<file path="config.mk">
export PLATFORM = sky130hd
export DESIGN_NAME = masked_weighted_ssd_patch_cost
export DESIGN_NICKNAME = d
export VERILOG_FILES = /design/src/design/mwssd_pkg.sv /design/src/design/masked_weighted_ssd_patch_cost.sv /design/src/design/mwssd_front.sv /design/src/design/mwssd_queue.sv /design/src/design/mwssd_back.sv
export SDC_FILE = /design/constraint.sdc
export NUM_CORES = 1
export LEC_CHECK = 0
export BUFFER_PORTS_ARGS = -buffer_cell sky130_fd_sc_hd__buf_2
export CORE_UTILIZATION = 45
export DETAILED_ROUTE_END_ITERATION = 12
export GPL_TIMING_DRIVEN = 0
export PLACE_DENSITY = 0.64
export SYNTH_ARGS = -nofsm -noshare
export SYNTH_HDL_FRONTEND = slang
export SYNTH_SLANG_ARGS = --single-unit
</file>
<file path="constraint.sdc">
create_clock -name i_clk -period 8.55 [get_ports i_clk]
set_clock_uncertainty 0.05 [all_clocks]
set_input_delay 1.2825 -clock i_clk [delete_from_list [all_inputs] [get_ports i_clk]]
set_output_delay 1.2825 -clock i_clk [all_outputs]
set_load 0.02 [all_outputs]
</file>
<file path="src/design/mwssd_pkg.sv">
// Package: payload types, queue entry and constants of the weighted SSD patch cost block.
package mwssd_pkg;

    localparam int PIXEL_W        = 8;
    localparam int SLICE_W        = 3;
    localparam int SLOT_W         = 16;
    localparam int WEIGHT_W       = 16;
    localparam int SQUARE_W       = 2 * PIXEL_W;
    localparam int PRODUCT_W      = SQUARE_W + WEIGHT_W;
    localparam int COST_W         = 44;
    localparam int SUM_W          = COST_W + 1;
    localparam int NUM_WEIGHTS    = 8;
    localparam int CFG_IDX_W      = 3;
    localparam int CFG_DATA_W     = WEIGHT_W;
    localparam int DEFAULT_SLICES = 8;
    localparam int DEFAULT_QUEUE_DEPTH = 4;

    localparam logic [WEIGHT_W-1:0] WEIGHT_RESET = 16'd256;
    localparam logic [COST_W-1:0]   COST_MAX     = {COST_W{1'b1}};

    // One input transaction.
    typedef struct packed {
        logic [PIXEL_W-1:0] target_pixel;
        logic [PIXEL_W-1:0] candidate_pixel;
        logic               skip;
        logic [SLICE_W-1:0] slice;
        logic [SLOT_W-1:0]  slot;
        logic               last;
    } t_in_item;

    // One result transaction.
    typedef struct packed {
        logic [SLOT_W-1:0] result_slot;
        logic [COST_W-1:0] cost;
    } t_out_item;

    // Classified pixel handed from front to back.
    typedef struct packed {
        logic [PIXEL_W-1:0]  diff;
        logic [WEIGHT_W-1:0] weight;
        logic                last;
        logic [SLOT_W-1:0]   slot;
    } t_work;

    // Queue status seen by both sides.
    typedef struct packed {
        logic full;
        logic empty;
    } t_q_status;

endpackage

</file>
<file path="src/design/masked_weighted_ssd_patch_cost.sv">
// Top level: masked weighted sum of squared differences over a candidate patch.
//
// Usage: pixel pairs enter on the input channel (i_in_valid / o_in_stall,
// payload i_in_item), one transaction per cycle at full rate. Each pixel not
// skipped and with a slice below SLICES adds |target - candidate|^2 times the
// Q8.8 weight of its slice to a running sum (8 fraction bits, clamped at
// 2^44 - 1). The transaction with last set adds its own pixel, then sends
// the sum with its slot on the output channel (o_out_valid / i_out_stall,
// payload o_out_item) and clears the sum.
// Weights are written through i_cfg_we / i_cfg_idx / i_cfg_data while idle;
// reset sets every weight to 1.0 and clears the sum and all valid state.
// A result passes the queue, square stage, weight stage and result register
// after the edge that accepts the last pixel.
// Throughput: 1 pixel per cycle, set by one multiplier in each of the square
// and weight stages. While a held result is stalled, the back pipe holds and
// the front takes pixels until the 4-entry queue fills, then raises o_in_stall.
module masked_weighted_ssd_patch_cost
    import mwssd_pkg::*;
#(
    parameter int SLICES      = DEFAULT_SLICES,
    parameter int QUEUE_DEPTH = DEFAULT_QUEUE_DEPTH
) (
    input  logic                  i_clk,
    input  logic                  i_rst_n,
    input  logic                  i_cfg_we,
    input  logic [CFG_IDX_W-1:0]  i_cfg_idx,
    input  logic [CFG_DATA_W-1:0] i_cfg_data,
    input  logic                  i_in_valid,
    output logic                  o_in_stall,
    input  t_in_item              i_in_item,
    output logic                  o_out_valid,
    input  logic                  i_out_stall,
    output t_out_item             o_out_item
);

    logic      push;
    logic      pop;
    t_work     front_work;
    t_work     back_work;
    t_q_status q_status;

    mwssd_front #(
        .SLICES (SLICES)
    ) u_front (
        .i_clk      (i_clk),
        .i_rst_n    (i_rst_n),
        .i_cfg_we   (i_cfg_we),
        .i_cfg_idx  (i_cfg_idx),
        .i_cfg_data (i_cfg_data),
        .i_in_valid (i_in_valid),
        .o_in_stall (o_in_stall),
        .i_in_item  (i_in_item),
        .i_q_status (q_status),
        .o_push     (push),
        .o_work     (front_work)
    );

    mwssd_queue #(
        .DEPTH (QUEUE_DEPTH)
    ) u_queue (
        .i_clk    (i_clk),
        .i_rst_n  (i_rst_n),
        .i_push   (push),
        .i_work   (front_work),
        .i_pop    (pop),
        .o_work   (back_work),
        .o_status (q_status)
    );

    mwssd_back u_back (
        .i_clk       (i_clk),
        .i_rst_n     (i_rst_n),
        .i_q_status  (q_status),
        .i_work      (back_work),
        .o_pop       (pop),
        .o_out_valid (o_out_valid),
        .i_out_stall (i_out_stall),
        .o_out_item  (o_out_item)
    );

endmodule

</file>
<file path="src/design/mwssd_front.sv">
// Front end: holds the slice weights, accepts pixels and classifies them for the queue.
module mwssd_front
    import mwssd_pkg::*;
#(
    parameter int SLICES = DEFAULT_SLICES
) (
    input  logic                  i_clk,
    input  logic                  i_rst_n,
    input  logic                  i_cfg_we,
    input  logic [CFG_IDX_W-1:0]  i_cfg_idx,
    input  logic [CFG_DATA_W-1:0] i_cfg_data,
    input  logic                  i_in_valid,
    output logic                  o_in_stall,
    input  t_in_item              i_in_item,
    input  t_q_status             i_q_status,
    output logic                  o_push,
    output t_work                 o_work
);

    logic [WEIGHT_W-1:0] r_weight [SLICES];
    logic [WEIGHT_W-1:0] sel_weight;
    logic [PIXEL_W-1:0]  diff;

    // Write weights; indexes at or above SLICES are dropped.
    always_ff @(posedge i_clk) begin
        for (int k = 0; k < SLICES; k++) begin
            if (!i_rst_n) begin
                r_weight[k] <= WEIGHT_RESET;
            end else if (i_cfg_we && (i_cfg_idx == CFG_IDX_W'(k))) begin
                r_weight[k] <= i_cfg_data;
            end
        end
    end

    // Pick the weight; skipped or out-of-range pixels weigh zero.
    always_comb begin
        sel_weight = '0;
        if (!i_in_item.skip) begin
            for (int k = 0; k < SLICES; k++) begin
                if (i_in_item.slice == SLICE_W'(k)) begin
                    sel_weight = r_weight[k];
                end
            end
        end
    end

    // Absolute difference of the pixel pair.
    assign diff = (i_in_item.target_pixel >= i_in_item.candidate_pixel)
                ? (i_in_item.target_pixel - i_in_item.candidate_pixel)
                : (i_in_item.candidate_pixel - i_in_item.target_pixel);

    assign o_in_stall = i_q_status.full;
    assign o_push     = i_in_valid && !i_q_status.full;

    always_comb begin
        o_work.diff   = diff;
        o_work.weight = sel_weight;
        o_work.last   = i_in_item.last;
        o_work.slot   = i_in_item.slot;
    end

endmodule

</file>
<file path="src/design/mwssd_queue.sv">
// Short queue of classified pixels between front and back.
module mwssd_queue
    import mwssd_pkg::*;
#(
    parameter int DEPTH = DEFAULT_QUEUE_DEPTH
) (
    input  logic      i_clk,
    input  logic      i_rst_n,
    input  logic      i_push,
    input  t_work     i_work,
    input  logic      i_pop,
    output t_work     o_work,
    output t_q_status o_status
);

    localparam int PTR_W = (DEPTH > 1) ? $clog2(DEPTH) : 1;
    localparam int CNT_W = $clog2(DEPTH + 1);

    t_work             r_mem [DEPTH];
    logic [PTR_W-1:0]  r_wr_ptr, n_wr_ptr;
    logic [PTR_W-1:0]  r_rd_ptr, n_rd_ptr;
    logic [CNT_W-1:0]  r_count, n_count;

    // Store the pushed entry.
    always_ff @(posedge i_clk) begin
        if (i_push) begin
            r_mem[r_wr_ptr] <= i_work;
        end
    end

    // Advance pointers with wrap and track the fill level.
    always_comb begin
        n_wr_ptr = r_wr_ptr;
        n_rd_ptr = r_rd_ptr;
        n_count  = r_count;
        if (i_push) begin
            n_wr_ptr = (r_wr_ptr == PTR_W'(DEPTH - 1)) ? '0 : r_wr_ptr + 1'b1;
        end
        if (i_pop) begin
            n_rd_ptr = (r_rd_ptr == PTR_W'(DEPTH - 1)) ? '0 : r_rd_ptr + 1'b1;
        end
        if (i_push && !i_pop) begin
            n_count = r_count + 1'b1;
        end else if (i_pop && !i_push) begin
            n_count = r_count - 1'b1;
        end
    end

    always_ff @(posedge i_clk) begin
        if (!i_rst_n) begin
            r_wr_ptr <= '0;
            r_rd_ptr <= '0;
            r_count  <= '0;
        end else begin
            r_wr_ptr <= n_wr_ptr;
            r_rd_ptr <= n_rd_ptr;
            r_count  <= n_count;
        end
    end

    assign o_work         = r_mem[r_rd_ptr];
    assign o_status.full  = (r_count == CNT_W'(DEPTH));
    assign o_status.empty = (r_count == '0);

    // Fill level never passes the depth.
    a_count_bound: assert property (@(posedge i_clk) disable iff (!i_rst_n)
        r_count <= CNT_W'(DEPTH))
        else $error("queue count above depth");

    // A pop only happens with data present.
    a_pop_nonempty: assert property (@(posedge i_clk) disable iff (!i_rst_n)
        i_pop |-> !o_status.empty)
        else $error("queue popped while empty");

    // A push alone raises the count by one.
    a_push_count: assert property (@(posedge i_clk) disable iff (!i_rst_n)
        (i_push && !i_pop) |=> (r_count == $past(r_count) + 1'b1))
        else $error("queue count did not follow push");

endmodule

</file>
<file path="src/design/mwssd_back.sv">
// Back end: square, weight, accumulate with saturation and present the patch cost.
module mwssd_back
    import mwssd_pkg::*;
(
    input  logic      i_clk,
    input  logic      i_rst_n,
    input  t_q_status i_q_status,
    input  t_work     i_work,
    output logic      o_pop,
    output logic      o_out_valid,
    input  logic      i_out_stall,
    output t_out_item o_out_item
);

    logic                 adv;
    logic                 r_s1_valid;
    logic [SQUARE_W-1:0]  r_s1_square;
    logic [WEIGHT_W-1:0]  r_s1_weight;
    logic                 r_s1_last;
    logic [SLOT_W-1:0]    r_s1_slot;
    logic                 r_s2_valid;
    logic [PRODUCT_W-1:0] r_s2_product;
    logic                 r_s2_last;
    logic [SLOT_W-1:0]    r_s2_slot;
    logic [COST_W-1:0]    r_sum, n_sum;
    logic [SUM_W-1:0]     raw_sum;
    logic [COST_W-1:0]    sat_sum;
    logic                 r_out_valid, n_out_valid;
    t_out_item            r_out_item;

    // The whole pipe moves unless a finished result is held.
    assign adv   = !(r_out_valid && i_out_stall);
    assign o_pop = adv && !i_q_status.empty;

    // Stage one: square the difference.
    always_ff @(posedge i_clk) begin
        if (adv) begin
            r_s1_square <= SQUARE_W'(i_work.diff) * SQUARE_W'(i_work.diff);
            r_s1_weight <= i_work.weight;
            r_s1_last   <= i_work.last;
            r_s1_slot   <= i_work.slot;
        end
    end

    // Stage two: apply the slice weight.
    always_ff @(posedge i_clk) begin
        if (adv) begin
            r_s2_product <= PRODUCT_W'(r_s1_square) * PRODUCT_W'(r_s1_weight);
            r_s2_last    <= r_s1_last;
            r_s2_slot    <= r_s1_slot;
        end
    end

    always_ff @(posedge i_clk) begin
        if (!i_rst_n) begin
            r_s1_valid <= 1'b0;
            r_s2_valid <= 1'b0;
        end else if (adv) begin
            r_s1_valid <= o_pop;
            r_s2_valid <= r_s1_valid;
        end
    end

    // Stage three: accumulate and clamp at the cost range.
    assign raw_sum = {1'b0, r_sum} + SUM_W'(r_s2_product);
    assign sat_sum = raw_sum[COST_W] ? COST_MAX : raw_sum[COST_W-1:0];

    always_comb begin
        n_sum       = r_sum;
        n_out_valid = r_out_valid && i_out_stall;
        if (adv && r_s2_valid) begin
            n_sum       = r_s2_last ? '0 : sat_sum;
            n_out_valid = r_s2_last;
        end
    end

    always_ff @(posedge i_clk) begin
        if (!i_rst_n) begin
            r_sum       <= '0;
            r_out_valid <= 1'b0;
        end else begin
            r_sum       <= n_sum;
            r_out_valid <= n_out_valid;
        end
    end

    // Load the result register on a patch end.
    always_ff @(posedge i_clk) begin
        if (adv && r_s2_valid && r_s2_last) begin
            r_out_item.result_slot <= r_s2_slot;
            r_out_item.cost        <= sat_sum;
        end
    end

    assign o_out_valid = r_out_valid;
    assign o_out_item  = r_out_item;

    // A patch end clears the sum and raises a result.
    a_last_clears: assert property (@(posedge i_clk) disable iff (!i_rst_n)
        (adv && r_s2_valid && r_s2_last) |=> (r_sum == '0 && r_out_valid))
        else $error("patch end did not clear sum or raise result");

    // A held result freezes the pipe and the sum.
    a_hold_freezes: assert property (@(posedge i_clk) disable iff (!i_rst_n)
        (r_out_valid && i_out_stall) |=> ($stable(r_sum) && $stable(r_s2_valid)))
        else $error("pipe moved while result held");

endmodule

</file>
==> impl_metrics.csv, run 1 <==
group,metric,value,unit
run_status,run_status,"completed",
die,floorplan_core_area,0.0687,mm2
cts,cts_buffers,53,
timing,timing_worst_slew_pin_value,0.966,ns
logic_synthesis,postSynthRegisterBits,505,
timing,period_minus_slack,7.47,ns
die,start_util,0.455,
timing,rsz_0062_raised_after_global_routing,"false",
logic_synthesis,synth-main-ff-cell,"sky130_fd_sc_hd__edfxtp_1",
global_routing,grt.overflow.total,0,
route,antenna_violating_nets_left,0,
cells_and_area,design.final.nets,3197,
critical_path,setup.worst_path.class,"flop to flop",
cells_and_area,layout-drive-gt1-share,0.120,
cts,cts_hold_buf,0,
logic_synthesis,yosys_warn_count,0,
logic_synthesis,synth_async_sr_flop_share,0,
timing,relSlewSlack,0.356,
logic_synthesis,synth_largest_area_cell,"sky130_fd_sc_hd__edfxtp_1",
cts,clkSlewWorstSetupHoldPaths,0.06,ns
timing,finalHoldViolCount,0,
critical_path,setup_slack_on_the_worst_flop_to_flop_path,1.08,ns
cells_and_area,most-common-layout-cells,"sky130_fd_sc_hd__edfxtp_1, sky130_fd_sc_hd__inv_1, sky130_fd_sc_hd__and2_1, sky130_fd_sc_hd__nand2_1, sky130_fd_sc_hd__fa_1",
logic_synthesis,synth_area_leaders,"sky130_fd_sc_hd__edfxtp_1, sky130_fd_sc_hd__fa_1, sky130_fd_sc_hd__ha_1",
die,rows,96,
cts,clkSinkCount,505,
timing,final_min_period_over_clock_period,0.873,
cts,cts_tree,"done",
logic_synthesis,synth.yosys.seq_area_share,0.467,
cells_and_area,syn2layout_area_growth,11.9,%
logic_synthesis,post_synth.cell_area_avg,12.3,um2
flow_run,maxCapViolCount,0,
critical_path,critPathCaptureType,"flop",
global_routing,antenna_violations_before_repair,3,
route,drt_first_iter_violations,1320,
critical_path,cpMostUsedCell,"sky130_fd_sc_hd__fa_1",
logic_synthesis,synth_top_area_share,0.431,
route,num_vias,19441,
global_routing,number_of_global_route_vias_before_repair,20247,
critical_path,critPathMaxFanout,10,
cts,ctsLongestPathBuffers,3,
global_routing,largest_net_degree_at_the_start_of_global_routing,66,
min_path,min_path_type,"flop to flop",
cells_and_area,final_layout_fill_cell_count,6046,
cells_and_area,most_common_library_cell_in_the_layout_ignoring_fill_and_taps,"sky130_fd_sc_hd__edfxtp_1",
die,die_width,266,um
timing,setup_viol,0,
die,floorplan.die_area,0.0705,mm2
route,routed_wire_length_per_instance,18.0,um
placement,dp_hpwl,51200,um
global_routing,global_route_wire_length_before_repair,107000,um
cts,clkLatencyLatePin,0.63,ns
critical_path,cpPeakStageDelay,0.60,ns
cts,cts.htree.levels,2,
route,detail_route.wirelength,66800,um
critical_path,cpMaxStageDelayCell,"sky130_fd_sc_hd__a211oi_1",
logic_synthesis,syn-cell-area,0.0313,mm2
die,die_h,266,um
cts,post_cts_buffers,0,
route,route.detailed.vias_per_inst,5.24,
route,firstDrtPassIters,5,
critical_path,arrival,7.79,ns
global_routing,groute.usage.overall,0.193,
timing,fmax,0.134,GHz
logic_synthesis,syn-instance-count,2537,
critical_path,critical_path.startpoint_type,"flop",
cts,cts_resized,0,
placement,placement.io_buffers,120,
route,detail_route.drc_violations,0,
timing,maxSlewViolCount,0,
logic_synthesis,yosys.cell_types.count,75,
cts,clockRootBuffer,"sky130_fd_sc_hd__clkbuf_16",
cells_and_area,ant_cells,0,
critical_path,timing.critical_path.cells,"clkbuf_1 -> nand2_1 -> fa_1 -> fa_1 -> inv_1 -> fa_1 -> inv_1 -> fa_1 -> fa_1 -> fa_1 -> inv_1 -> ha_1 -> clkbuf_1 -> nand4_1 -> nor2_1 -> o211ai_1 -> a211oi_1 -> a21boi_0 -> o2111ai_1 -> a31o_2 -> a21oi_1 -> xnor2_1",
timing,timing.setup.tns,0,ns
die,ioPinCount,123,
critical_path,worst-endpoint-required,8.87,ns
logic_synthesis,synth_enable_flop_cells,449,
placement,gp_congestion,0.899,
## worst paths after layout
path	startpoint	cells after the start	endpoint
worst max register to register	u_back.r_s1_weight[4]$_DFFE_PN_	22	u_back.r_s2_product[31]$_DFFE_PN_
worst min register to register	u_back.r_s2_slot[3]$_DFFE_PN_	0	u_back.o_out_item[47]$_DFFE_PP_
worst max-delay path	u_back.r_s1_weight[4]$_DFFE_PN_	22	u_back.r_s2_product[31]$_DFFE_PN_
worst min-delay path	u_back.r_s2_slot[3]$_DFFE_PN_	0	u_back.o_out_item[47]$_DFFE_PP_
## per-layer routing
layer	GRT usage	wire length [um]	vias up
li1	-	-	9168
met1	0.245	28200	9709
met2	0.342	34000	456
met3	0.0293	3150	106
met4	0.0537	1490	2
met5	0	13	-
## cells by family (layout without fill, tap and decap cells)
logic type,Yosys count,count (layout),synth area share
XOR/XNOR,85,85,0.0238
flip-flops,505,505,0.467
AO/OA/AOI/OAI,375,375,0.0816
multiplexers,86,86,0.0509
adder cells (fa/ha/maj),405,405,0.214
other,2,9,0.000240
buffers and inverters,405,637,0.0499
AND/OR/NAND/NOR,674,674,0.113
## sequential cells by signal (all words and copies together), names as in the netlist, 2 cells and up, named ones only
| register | flops |
|---|---|
| u_back.o_out_item | 60 |
| u_back.r_s1_slot | 16 |
| u_back.r_s1_square | 15 |
| u_back.r_s1_weight | 16 |
| u_back.r_s2_product | 32 |
| u_back.r_s2_slot | 16 |
| u_back.r_sum | 44 |
| u_front.r_weight | 128 |
| u_queue.r_count | 3 |
| u_queue.r_mem | 164 |
| u_queue.r_rd_ptr | 2 |
| u_queue.r_wr_ptr | 2 |
## cells in the mapped netlist, drive strengths merged, types with 10 or more instances
library cell	instances
o21ai	81
mux2i	24
or2	17
and3	12
a21boi	11
clkbuf	73
nand3	20
edfxtp	449
a21o	37
nor3	26
a221o	16
fa	216
buf	22
or3	10
xnor2	58
o21bai	12
a21oi	109
nand4	15
inv	309
a211oi	10
and2	259
dfxtp	56
nand2	220
nor2	58
a22o	31
nor2b	12
xor2	27
nand2b	16
mux4	58
ha	189
o21a	11
## worst max-delay path, delay by kind of cell (launching register included)
family | cells | cell delay, ns
fa+ha+maj | 7 | 3.29
xor+xnor | 1 | 0.14
flops | 1 | 0.56
compound gates | 6 | 1.67
simple gates | 3 | 0.53
buf+inv | 5 | 0.99
## area by class of cell
class	count	area, um2	share of cell area
plain buffers	95	397	0.0113
clock buffers	62	1360	0.0389
clock inverters	38	360	0.0103
inverters	310	1170	0.0333
multi-input cells	1634	15200	0.433
flip-flops and latches	505	14600	0.417
well taps	931	1160	0.0333
repair buffers	132	776	0.0222
## stage by stage
stage	util	hold WS [ns]	instances	cell area, um2	setup WS (ns)
floorplan	-	0.350	2544	31300	2.38
global placement	0.481	0.351	3595	33100	0.781
detailed placement	0.484	0.356	3607	33300	1.14
CTS	0.509	0.356	3707	35000	1.13
global route	0.509	0.344	3707	35000	0.745
finish	0.509	0.349	3707	35000	1.08
Power of run 1 is not shown: default switching activity piles up to over one toggle a cycle in this logic, so the estimate is an artifact.
==> run 2, diff against run 1 <==
--- a/config.mk
+++ b/config.mk
@@ -6,6 +6,8 @@
 export NUM_CORES = 1
 export LEC_CHECK = 0
 export BUFFER_PORTS_ARGS = -buffer_cell sky130_fd_sc_hd__buf_2
+export CAP_MARGIN = 20
+export CORE_MARGIN = 4
 export CORE_UTILIZATION = 45
 export DETAILED_ROUTE_END_ITERATION = 12
 export GPL_TIMING_DRIVEN = 0
==> impl_metrics.csv, run 2 (synthesis gave the netlist of run 1 again) <==
group,metric,value,unit
route,antenna_violating_nets_left,0,
die,ioPinCount,123,
critical_path,arrival,7.80,ns
cells_and_area,design.final.nets,3194,
critical_path,cpPeakStageDelay,0.59,ns
global_routing,number_of_global_route_vias_before_repair,20339,
placement,dp_hpwl,51100,um
route,detail_route.drc_violations,0,
flow_run,maxCapViolCount,0,
route,routed_wire_length_per_instance,18.1,um
cts,clkLatencyLatePin,0.63,ns
critical_path,setup.worst_path.class,"flop to flop",
critical_path,cpMostUsedCell,"sky130_fd_sc_hd__fa_1",
cells_and_area,layout-drive-gt1-share,0.121,
critical_path,worst-path-buf-inv,5,
timing,relSlewSlack,0.364,
cts,cts_tree,"done",
cells_and_area,most_common_library_cell_in_the_layout_ignoring_fill_and_taps,"sky130_fd_sc_hd__edfxtp_1",
timing,timing.setup.tns,0,ns
placement,gp_congestion,0.868,
route,route.detailed.vias_per_inst,5.29,
cts,cts_resized,0,
cells_and_area,most-common-layout-cells,"sky130_fd_sc_hd__edfxtp_1, sky130_fd_sc_hd__inv_1, sky130_fd_sc_hd__and2_1, sky130_fd_sc_hd__nand2_1, sky130_fd_sc_hd__fa_1",
timing,final_min_period_over_clock_period,0.874,
global_routing,grt.overflow.total,0,
global_routing,global_route_wire_length_before_repair,109000,um
die,floorplan.die_area,0.0738,mm2
timing,timing_worst_slew_pin_value,0.954,ns
critical_path,critPathMaxFanout,10,
timing,finalHoldWorstSlack,0.362,ns
critical_path,worst-endpoint-required,8.88,ns
critical_path,timing.critical_path.cells,"clkbuf_1 -> nand2_1 -> fa_1 -> fa_1 -> inv_1 -> fa_1 -> inv_1 -> fa_1 -> fa_1 -> fa_1 -> inv_1 -> ha_1 -> clkbuf_1 -> nand4_1 -> nor2_1 -> o211ai_1 -> a211oi_1 -> a21boi_0 -> o2111ai_1 -> a31o_2 -> a21oi_1 -> xnor2_1",
die,die_width,272,um
route,firstDrtPassIters,5,
cells_and_area,largest_register_ffs,164,
route,num_vias,19564,
cts,clkSlewWorstSetupHoldPaths,0.06,ns
cells_and_area,max_flop_register,"u_queue.r_mem",
critical_path,critPathCaptureType,"flop",
placement,placement.io_buffers,120,
cts,clkSinkCount,505,
global_routing,groute.usage.overall,0.184,
route,drt_first_iter_violations,1444,
min_path,min_path_type,"flop to flop",
cts,post_cts_buffers,0,
timing,fmax,0.134,GHz
cts,cts_buffers,51,
die,start_util,0.455,
cts,cts_hold_buf,0,
critical_path,cpMaxStageDelayCell,"sky130_fd_sc_hd__a211oi_1",
route,detail_route.wirelength,67100,um
global_routing,largest_net_degree_at_the_start_of_global_routing,65,
timing,finalHoldViolCount,0,
critical_path,critical_path.startpoint_type,"flop",
cells_and_area,syn2layout_area_growth,12.1,%
global_routing,antenna_violations_before_repair,3,
cts,ctsLongestPathBuffers,3,
timing,period_minus_slack,7.48,ns
timing,setup_viol,0,
critical_path,critical-path-top-delay-family,"adder cells",
timing,maxSlewViolCount,0,
run_status,run_status,"completed",
die,die_h,272,um
timing,rsz_0062_raised_after_global_routing,"false",
cts,cts.htree.levels,2,
cts,clockRootBuffer,"sky130_fd_sc_hd__clkbuf_16",
die,rows,96,
die,floorplan_core_area,0.0687,mm2
==> run 2: cell types whose count changed in the layout (fill, tap and decap cells not counted), moves of 2 or more <==
| cell | change |
|---|---|
| sky130_fd_sc_hd__clkinv_1 | -6 |
| sky130_fd_sc_hd__clkinv_4 | -3 |
| sky130_fd_sc_hd__clkbuf_16 | -2 |
| sky130_fd_sc_hd__clkinv_2 | +4 |
| sky130_fd_sc_hd__bufinv_16 | +4 |
| sky130_fd_sc_hd__clkinvlp_4 | -2 |
==> run 2: worst reg2reg max path, cell delays in order, from the launching register on <==
cell                        delay [ns]
sky130_fd_sc_hd__edfxtp_1         0.57
sky130_fd_sc_hd__clkbuf_1         0.47
sky130_fd_sc_hd__nand2_1          0.16
sky130_fd_sc_hd__fa_1             0.56
sky130_fd_sc_hd__fa_1             0.55
sky130_fd_sc_hd__inv_1            0.05
sky130_fd_sc_hd__fa_1             0.50
sky130_fd_sc_hd__inv_1            0.06
sky130_fd_sc_hd__fa_1             0.56
sky130_fd_sc_hd__fa_1             0.45
sky130_fd_sc_hd__fa_1             0.52
sky130_fd_sc_hd__inv_1            0.05
sky130_fd_sc_hd__ha_1             0.26
sky130_fd_sc_hd__clkbuf_1         0.28
sky130_fd_sc_hd__nand4_1          0.22
sky130_fd_sc_hd__nor2_1           0.14
sky130_fd_sc_hd__o211ai_1         0.16
sky130_fd_sc_hd__a211oi_1         0.59
sky130_fd_sc_hd__a21boi_0         0.32
sky130_fd_sc_hd__o2111ai_1        0.33
sky130_fd_sc_hd__a31o_2           0.20
sky130_fd_sc_hd__a21oi_1          0.07
sky130_fd_sc_hd__xnor2_1          0.13
==> run 2: path summary, 6_finish.rpt <==
path | start | endpoint | slack (ns) | cells past startpoint
worst max-delay path | u_back.r_s1_weight[1]$_DFFE_PN_ | u_back.r_s2_product[31]$_DFFE_PN_ | 1.07 | 22
worst min-delay path | u_back.r_s1_slot[8]$_DFFE_PN_ | u_back.r_s2_slot[8]$_DFFE_PN_ | 0.36 | 0
worst max register to register | u_back.r_s1_weight[1]$_DFFE_PN_ | u_back.r_s2_product[31]$_DFFE_PN_ | 1.07 | 22
worst min register to register | u_back.r_s1_slot[8]$_DFFE_PN_ | u_back.r_s2_slot[8]$_DFFE_PN_ | 0.36 | 0
==> run 2: cell type report <==
class	instances	area, um2
fill	5955	33700
antenna	1	2.50
multi-input combinational	1634	15200
timing repair buffer	131	776
tap	931	1160
sequential	505	14600
buffer	95	397
clock inverter	34	438
inverter	310	1170
clock buffer	60	1320
==> run 2: layer usage <==
metal	up-vias	share of wire	track usage	routed length, um
met5	-	0.00019	0	13
met4	2	0.023	0.0506	1550
met3	93	0.051	0.0270	3410
met2	471	0.50	0.321	33600
met1	9844	0.43	0.241	28600
li1	9154	-	-	-
==> run 2: through the flow <==
step | worst slack [ns] | area (um2) | utilization | cells
finish | 1.07 | 35000 | 0.510 | 3701
global route | 0.634 | 35000 | 0.510 | 3701
CTS | 1.10 | 35000 | 0.510 | 3700
detailed placement | 1.11 | 33300 | 0.484 | 3606
global placement | 0.800 | 33100 | 0.481 | 3595
floorplan | 2.38 | 31300 | - | 2544
Power of run 2 is left out for the same reason.
==> run 3, diff against run 2 <==
--- a/config.mk
+++ b/config.mk
@@ -5,13 +5,14 @@
 export SDC_FILE = /design/constraint.sdc
 export NUM_CORES = 1
 export LEC_CHECK = 0
-export BUFFER_PORTS_ARGS = -buffer_cell sky130_fd_sc_hd__buf_2
 export CAP_MARGIN = 20
 export CORE_MARGIN = 4
 export CORE_UTILIZATION = 45
+export CTS_BUF_LIST = sky130_fd_sc_hd__clkbuf_8
 export DETAILED_ROUTE_END_ITERATION = 12
+export DONT_BUFFER_PORTS = 1
 export GPL_TIMING_DRIVEN = 0
-export PLACE_DENSITY = 0.64
+export PLACE_DENSITY = 0.63
 export SYNTH_ARGS = -nofsm -noshare
 export SYNTH_HDL_FRONTEND = slang
 export SYNTH_SLANG_ARGS = --single-unit
==> impl_metrics.csv, run 3 (synthesis gave the netlist of run 1 again) <==
group,metric,value,unit
die,floorplan.die_area,0.0738,mm2
critical_path,crit_path_start,"u_back.r_s1_square[9]$_DFFE_PN_",
global_routing,number_of_global_route_vias_before_repair,20204,
critical_path,critPathCaptureType,"flop",
critical_path,setup_slack_on_the_worst_flop_to_flop_path,1.16,ns
cts,clockRootBuffer,"sky130_fd_sc_hd__clkbuf_8",
placement,gp_congestion,0.880,
cts,cts.htree.levels,3,
flow_run,maxCapViolCount,0,
timing,setup_viol,0,
route,antenna_violating_nets_left,0,
cells_and_area,register_area,0.0146,mm2
die,rows,96,
global_routing,antenna_violations_before_repair,3,
timing,fmax,0.135,GHz
cts,clkSinkCount,505,
cells_and_area,layout-drive-gt1-share,0.0912,
cells_and_area,final_layout_fill_cell_count,6125,
route,drt_first_iter_violations,1280,
timing,relSlewSlack,0.366,
global_routing,grt.overflow.total,0,
timing,timing_worst_slew_pin_value,0.952,ns
global_routing,largest_net_degree_at_the_start_of_global_routing,67,
die,die_h,272,um
cts,cts_hold_buf,0,
timing,final_min_period_over_clock_period,0.864,
timing,timing.setup.tns,0,ns
run_status,run_status,"completed",
global_routing,groute.usage.overall,0.186,
critical_path,critPathMaxFanout,10,
cts,clkSlewWorstSetupHoldPaths,0.06,ns
critical_path,worst-endpoint-required,8.88,ns
route,routed_wire_length_per_instance,18.5,um
die,ioPinCount,123,
die,floorplan_core_area,0.0687,mm2
timing,maxSlewViolCount,0,
cells_and_area,multi_input_comb_area,0.0152,mm2
timing,finalHoldViolCount,0,
cells_and_area,most_common_library_cell_in_the_layout_ignoring_fill_and_taps,"sky130_fd_sc_hd__edfxtp_1",
route,route.detailed.vias_per_inst,5.23,
cts,cts_buffers,84,
cts,cts_tree,"done",
critical_path,arrival,7.72,ns
critical_path,worst_setup_path_endpoint,"u_back.r_s2_product[31]$_DFFE_PN_",
cells_and_area,largest_register_ffs,164,
critical_path,critical_path.startpoint_type,"flop",
critical_path,worstRegToRegCells,22,
cts,clkLatencyLatePin,0.68,ns
critical_path,worst_r2r_startpoint,"u_back.r_s1_square[9]$_DFFE_PN_",
timing,period_minus_slack,7.39,ns
route,firstDrtPassIters,6,
cells_and_area,max_flop_register,"u_queue.r_mem",
placement,dp_hpwl,51200,um
route,num_vias,19039,
min_path,min_path_type,"flop to flop",
global_routing,global_route_wire_length_before_repair,109000,um
cts,cts_resized,0,
cts,post_cts_buffers,0,
die,start_util,0.455,
cells_and_area,syn2layout_area_growth,9.51,%
timing,rsz_0062_raised_after_global_routing,"false",
placement,placement.io_buffers,0,
critical_path,timing.rr.end,"u_back.r_s2_product[31]$_DFFE_PN_",
cells_and_area,design.final.nets,3108,
die,die_width,272,um
cells_and_area,most-common-layout-cells,"sky130_fd_sc_hd__edfxtp_1, sky130_fd_sc_hd__inv_1, sky130_fd_sc_hd__and2_1, sky130_fd_sc_hd__nand2_1, sky130_fd_sc_hd__fa_1",
route,detail_route.drc_violations,0,
cts,ctsLongestPathBuffers,3,
route,detail_route.wirelength,67500,um
critical_path,setup.worst_path.class,"flop to flop",
==> run 3: changes by cell type in the layout (fill, tap and decap cells not counted), moves of 2 or more <==
cell	previous run	this run
sky130_fd_sc_hd__clkinv_1	8	21
sky130_fd_sc_hd__clkinv_16	2	0
sky130_fd_sc_hd__bufinv_16	8	1
sky130_fd_sc_hd__clkbuf_8	1	84
sky130_fd_sc_hd__clkbuf_16	51	0
sky130_fd_sc_hd__clkinv_4	0	2
sky130_fd_sc_hd__inv_1	308	330
sky130_fd_sc_hd__clkinv_2	12	15
sky130_fd_sc_hd__buf_12	4	6
sky130_fd_sc_hd__buf_2	134	14
sky130_fd_sc_hd__clkbuf_1	81	73
sky130_fd_sc_hd__inv_12	0	2
==> run 3: worst max-delay path, cell delays in order, from the launching register on <==
cell	delay (ns)
sky130_fd_sc_hd__edfxtp_1	0.55
sky130_fd_sc_hd__clkbuf_1	0.55
sky130_fd_sc_hd__nand2_1	0.16
sky130_fd_sc_hd__fa_1	0.50
sky130_fd_sc_hd__fa_1	0.54
sky130_fd_sc_hd__inv_1	0.05
sky130_fd_sc_hd__fa_1	0.49
sky130_fd_sc_hd__inv_1	0.05
sky130_fd_sc_hd__fa_1	0.55
sky130_fd_sc_hd__fa_1	0.43
sky130_fd_sc_hd__fa_1	0.52
sky130_fd_sc_hd__inv_1	0.05
sky130_fd_sc_hd__ha_1	0.26
sky130_fd_sc_hd__clkbuf_1	0.25
sky130_fd_sc_hd__nand4_1	0.20
sky130_fd_sc_hd__nor2_1	0.13
sky130_fd_sc_hd__o211ai_1	0.14
sky130_fd_sc_hd__a211oi_1	0.58
sky130_fd_sc_hd__a21boi_0	0.32
sky130_fd_sc_hd__o2111ai_1	0.32
sky130_fd_sc_hd__a31o_2	0.19
sky130_fd_sc_hd__a21oi_1	0.07
sky130_fd_sc_hd__xnor2_1	0.15
==> run 3: how the worst min path moves through the flow <==
stage | start | end | depth (start not counted)
2_1_floorplan | u_back.r_s2_slot[0]$_DFFE_PN_ | u_back.o_out_item[44]$_DFFE_PP_ | 0
4_1_cts | u_back.r_s2_slot[3]$_DFFE_PN_ | u_back.o_out_item[47]$_DFFE_PP_ | 0
3_3_place_gp | u_back.r_s1_slot[0]$_DFFE_PN_ | u_back.r_s2_slot[0]$_DFFE_PN_ | 0
3_5_place_dp | u_back.r_s2_slot[3]$_DFFE_PN_ | u_back.o_out_item[47]$_DFFE_PP_ | 0
5_1_grt | u_back.r_s2_slot[3]$_DFFE_PN_ | u_back.o_out_item[47]$_DFFE_PP_ | 0
6_report | u_back.r_s2_slot[3]$_DFFE_PN_ | u_back.o_out_item[47]$_DFFE_PP_ | 0
==> run 3: routing by layer <==
metal	track usage	wire, um
met2	0.325	34400
met1	0.235	28200
met5	0	0
met3	0.0339	3110
met4	0.0564	1720
==> run 3: metrics by stage <==
step | worst slack, ns | cells | instance area (um2) | utilization | hold WS (ns)
after floorplan | 2.38 | 2544 | 31300 | - | 0.350
after global placement | 1.15 | 3475 | 32500 | 0.472 | 0.353
after detailed placement | 1.23 | 3487 | 32700 | 0.476 | 0.355
after CTS | 1.18 | 3639 | 34200 | 0.498 | 0.363
after global routing | 0.912 | 3641 | 34200 | 0.498 | 0.370
final | 1.16 | 3641 | 34200 | 0.498 | 0.361
==> run 3: final cells by class <==
cell class / count / share of cell area
timing repair buffer: 12 / 0.00548
sequential: 505 / 0.427
clock inverter: 68 / 0.0113
clock buffer: 84 / 0.0338
tap: 931 / 0.0340
antenna: 2 / 0.000146
multi-input combinational: 1634 / 0.443
inverter: 310 / 0.0340
buffer: 95 / 0.0116
Power of run 3 is left out for the same reason.
